[src/design/epm_ram.sv]
// Generic simple dual-port RAM with registered read data.
`timescale 1ns / 1ps

module epm_ram #(
    parameter int WIDTH = 32,
    parameter int DEPTH = 128,
    parameter int AW    = (DEPTH > 1) ? $clog2(DEPTH) : 1
) (
    input  logic             i_clk,
    input  logic             i_we,
    input  logic [AW-1:0]    i_waddr,
    input  logic [WIDTH-1:0] i_wdata,
    input  logic [AW-1:0]    i_raddr,
    output logic [WIDTH-1:0] o_rdata
);

    logic [WIDTH-1:0] r_mem [DEPTH];
    logic [WIDTH-1:0] r_rdata;

    always_ff @(posedge i_clk) begin
        if (i_we) begin
            r_mem[i_waddr] <= i_wdata;
        end
        r_rdata <= r_mem[i_raddr];
    end

    assign o_rdata = r_rdata;

endmodule

[config.mk]
export PLATFORM = sky130hd
export DESIGN_NAME = epm_ram
export DESIGN_NICKNAME = d
export VERILOG_FILES = /design/src/design/epm_ram.sv
export SDC_FILE = /design/constraint.sdc
export NUM_CORES = 2
export LEC_CHECK = 0
export ABC_AREA = 0
export BUFFER_PORTS_ARGS = -buffer_cell sky130_fd_sc_hd__buf_2
export CORE_ASPECT_RATIO = 1.75
export CORE_MARGIN = 2
export CORE_UTILIZATION = 50
export DETAILED_ROUTE_END_ITERATION = 10
export GPL_ROUTABILITY_DRIVEN = 0
export HOLD_SLACK_MARGIN = 0.05
export PLACE_DENSITY = 0.72
export SLEW_MARGIN = 5
export SYNTH_ARGS = -nofsm -noshare
export SYNTH_HDL_FRONTEND = slang
export SYNTH_SLANG_ARGS = --single-unit
[constraint.sdc]
create_clock -name i_clk -period 4.9 [get_ports i_clk]
set_input_delay 0.735 -clock i_clk [delete_from_list [all_inputs] [get_ports i_clk]]
set_output_delay 0.735 -clock i_clk [all_outputs]
set_load 0.1 [all_outputs]
---- Word level (Yosys, flattened, before mapping) ----
Memory sizes are Yosys's and may differ from the RTL's. A register that Yosys moved wholly into a read port is not among the register bits.
Index checks and enable logic that the tools add are counted.
word-level totals
  word-level logic and storage cells ...... 3
  input bits .............................. 48
  bits in writable memories ............... 4096
  bits in registers ....................... 0
  memories ................................ 1
cells by class
  mux-type cells .......................... 2
memory list
  name   depth  bits a word  read ports  clocked after Yosys merged registers in  wr ports  RTL line  source
  r_mem  128    32           1           1                                        1         17        logic [WIDTH-1:0] r_mem [DEPTH];
operator list
  cell              count
  2-to-1 mux 1 bit  2

---- Depth between registers and ports, before layout ----
  depth after elaboration ................. 2
  gate-level depth with buffers ........... 8

---- Worst setup path after synthesis ----
OpenSTA, ideal clock, no wires.
  path type ............................... input port to flip-flop
  start point ............................. input i_we
  end point ............................... memory r_mem[98][0], enable pin
  cell stages on the path ................. 3
  path buffers ............................ 1
  setup time .............................. 0.461 ns
  data arrival time ....................... 3.513 ns
  setup slack ............................. 0.926 ns
  cell sequence ........................... clkbuf_1 nand4_1 nor3_1
between the ends
  cells in the longest elaborated chain, start to end .. 2
RTL lines
  item                                    RTL line  source
  from (decl)                             10        input logic i_we,
  2-to-1 mux 1 bit                        21        if (i_we) begin
  2-to-1 mux 1 bit (implied by the code)  22        r_mem[i_waddr] <= i_wdata;
  to (decl)                               17
Every way passes these cells.

==> impl_results.md <==
- Outcome: complete, no violations
- Worst Clk Skew: 51.6 ps
- Via Count: 72.0k
- Final wirelength: 421000 µm
- Syn Std Cell Area: 156000 µm²
- Kind of critical path: primary input to flop
- Core footprint: a little over 300000 µm²
- Setup TNS: 0 ps
- Area leader, netlist: edfxtp_1
- Die W: roughly 430 µm
- Mapped Nets: 6038
- RSZ-0062 raised after global routing: false
- H-tree lvl count: 5
- Die height: 744 µm
- Total congestion overflow: 0
- Average wire per cell in the routed design: 38.4 µm
- Initial antenna violation count: 76
- Pleak: 53.4 nW
- Initial DRC count: 9964
- Yosys Warn Count: 0
- Worst VDD drop: 0.279 mV
- Vias per cell: roughly 6.6
- Crit-path max FO: 29
- Worst-margin pin slew: 1160 ps
- Ys async rst share: 0%
- Buffers on Ports: 79
- Post-Syn Instances: 5990
- Final setup viols: 0
- GRT Max-Usage Layer: met2
- Remaining antenna violation count: 0
- Post-synth EDFFs: 4096
- Row count: 271
- CTS clk-pin slew, worst paths: 70 ps
- Yosys top cell area share: 78.7%
- FMAX: 301 MHz
- TritonRoute pass-1 iters: 5
- Met1 GRT Util: 31.1%
- Met3 GRT Util: 4.15%
- Synth Register Bits: 4128
- Post-cts sizing count: 0
- CP endpoint kind: flop
- Main synth FF type: edfxtp_1
- GRT Resource Usage Total: 26.4%
- First-pass GRT wire length: 576000 µm
- Setup Buffers After CTS: 0
- Number of buffers created by CTS: 337
- Vias in the first global route: 72.6k
- Fin nets: approximately 6.5k
- TritonCTS Sinks: 4128
- Synth top cells by count: edfxtp_1 (4096), mux4_2 (1344), clkbuf_1 (182)
- Fin crit period: 3320 ps
- Element type at the critical path start: primary input
- Slew Limit Fails: 0
- Most frequent cell after synthesis: edfxtp_1
- Met2 usage: between 40% and 50%
- DP HPWL: 247000 µm
- I/O pin total: 80
- CTS tree: yes
- Clock Path Buffers: 4
- Post-synthesis cell type count: 17
- Initial core utilization: 50.2%
- Synth area leaders: edfxtp_1 (79%), mux4_2 (19%), clkbuf_1 (0.44%)
- Syn Area/Cell: 26.1 µm²
- Die area: 317000 µm²
- Sequential area share after synthesis: 79.1%
- Root Buffer: clkbuf_16
- Max Cap Viol: 0
- Share of layout cells above drive strength 1: ~36%
- Largest net degree at the start of global routing: 97
- Worst skew pair latency: 910 ps
- Synth-to-Final Area Change: 12.5%
- Final hold vios: 0
- # DRC: 0
- Period utilisation layout: 67.8%
- Worst path arrival time: 4110 ps
- Slew headroom: 22.6%
- Hold bufs inserted after CTS: 0
- Total power: roughly 70 mW
- Pwr dens: 399 nW/µm²
- Worst path required time: 5690 ps
- Hold Path Class: primary input to flop
-- worst max-delay path, stage by stage --
cell and delay [ps]:
buf_12 250, buf_12 270, buf_4 550, mux4_2 650, mux4_2 650, mux4_2 530, mux2_2 290
-- path summary, 6_finish.rpt --
kind | slack, ps | depth (start not counted) | start | to
max | 1580 | 7 | i_raddr[0] | o_rdata[4]$_DFF_P_
min | 240 | 1 | i_wdata[17] | r_mem[72][17]$_DFFE_PP_
max reg2reg | 2220 | 4 | r_mem[6][12]$_DFFE_PP_ | o_rdata[12]$_DFF_P_
min reg2reg | 1140 | 4 | r_mem[52][31]$_DFFE_PP_ | o_rdata[31]$_DFF_P_
-- metrics by stage --
stage	hold WS (ps)	util [%]	cell area [µm²]	cells	worst slack [ps]
6_report	235	56.5	176000	10955	1580
3_3_place_gp	1130	52.9	165000	10169	781
2_1_floorplan	834	-	156000	5990	926
3_5_place_dp	1120	52.9	165000	10169	765
5_1_grt	231	56.5	176000	10944	1550
4_1_cts	170	56.3	175000	10773	1730
-- layer usage --
| metal | routed length [µm] | share of wire [%] | vias up |
|---|---|---|---|
| li1 | - | - | 27303 |
| met1 | 134000 | 32 | 39073 |
| met2 | 215000 | 51 | 4784 |
| met3 | 37600 | 8.9 | 859 |
| met4 | 33400 | 7.9 | 28 |
| met5 | 194 | 0.046 | - |
-- power by group --
group	switching [mW]	internal [mW]
combinational	2.77	1.46
sequential	0.146	39.0
clock	12.3	14.5
total	15.2	55.0
-- logic make-up after synthesis --
family / Yosys count / synth area share [%]
flip-flops: 4128 / 79.1
multiplexers: 1376 / 19.6
buffers and inverters: 316 / 0.839
AND/OR/NAND/NOR: 170 / 0.446
-- cell type report --
cell class	instances	area (µm²)
antenna	182	455
clock inverter	177	1660
multi-input combinational	1546	32300
fill	21573	135000
clock buffer	427	8990
tap	4095	5120
timing repair buffer	400	3670
sequential	4128	124000
-- placed cells by master, fill, tap and decap left out, types with 2 or more instances in the layout --
cell	synthesis	routed
inv_16	0	2
nand2_1	14	11
edfxtp_1	4096	4096
nand3_2	0	4
buf_8	0	3
nand3_1	12	8
clkbuf_16	0	345
clkinv_8	0	3
clkinv_1	0	66
clkbuf_1	182	77
dfxtp_1	32	32
nor2b_1	7	7
nand4_1	3	3
inv_6	0	12
mux2_2	32	32
clkinvlp_4	0	9
clkbuf_8	0	5
nor3_2	0	9
bufinv_16	0	28
buf_4	3	296
buf_2	79	41
nand2_2	0	3
diode_2	0	182
clkinv_2	0	55
mux4_2	1344	1344
buf_12	0	60
nor2_1	122	3
nand2b_1	2	2
nor2_4	0	119
-- sequential cells by signal (all words and copies together) (netlist names) --
signal   flops
r_mem     4096
o_rdata     32
(Power assumes the default switching activity.)
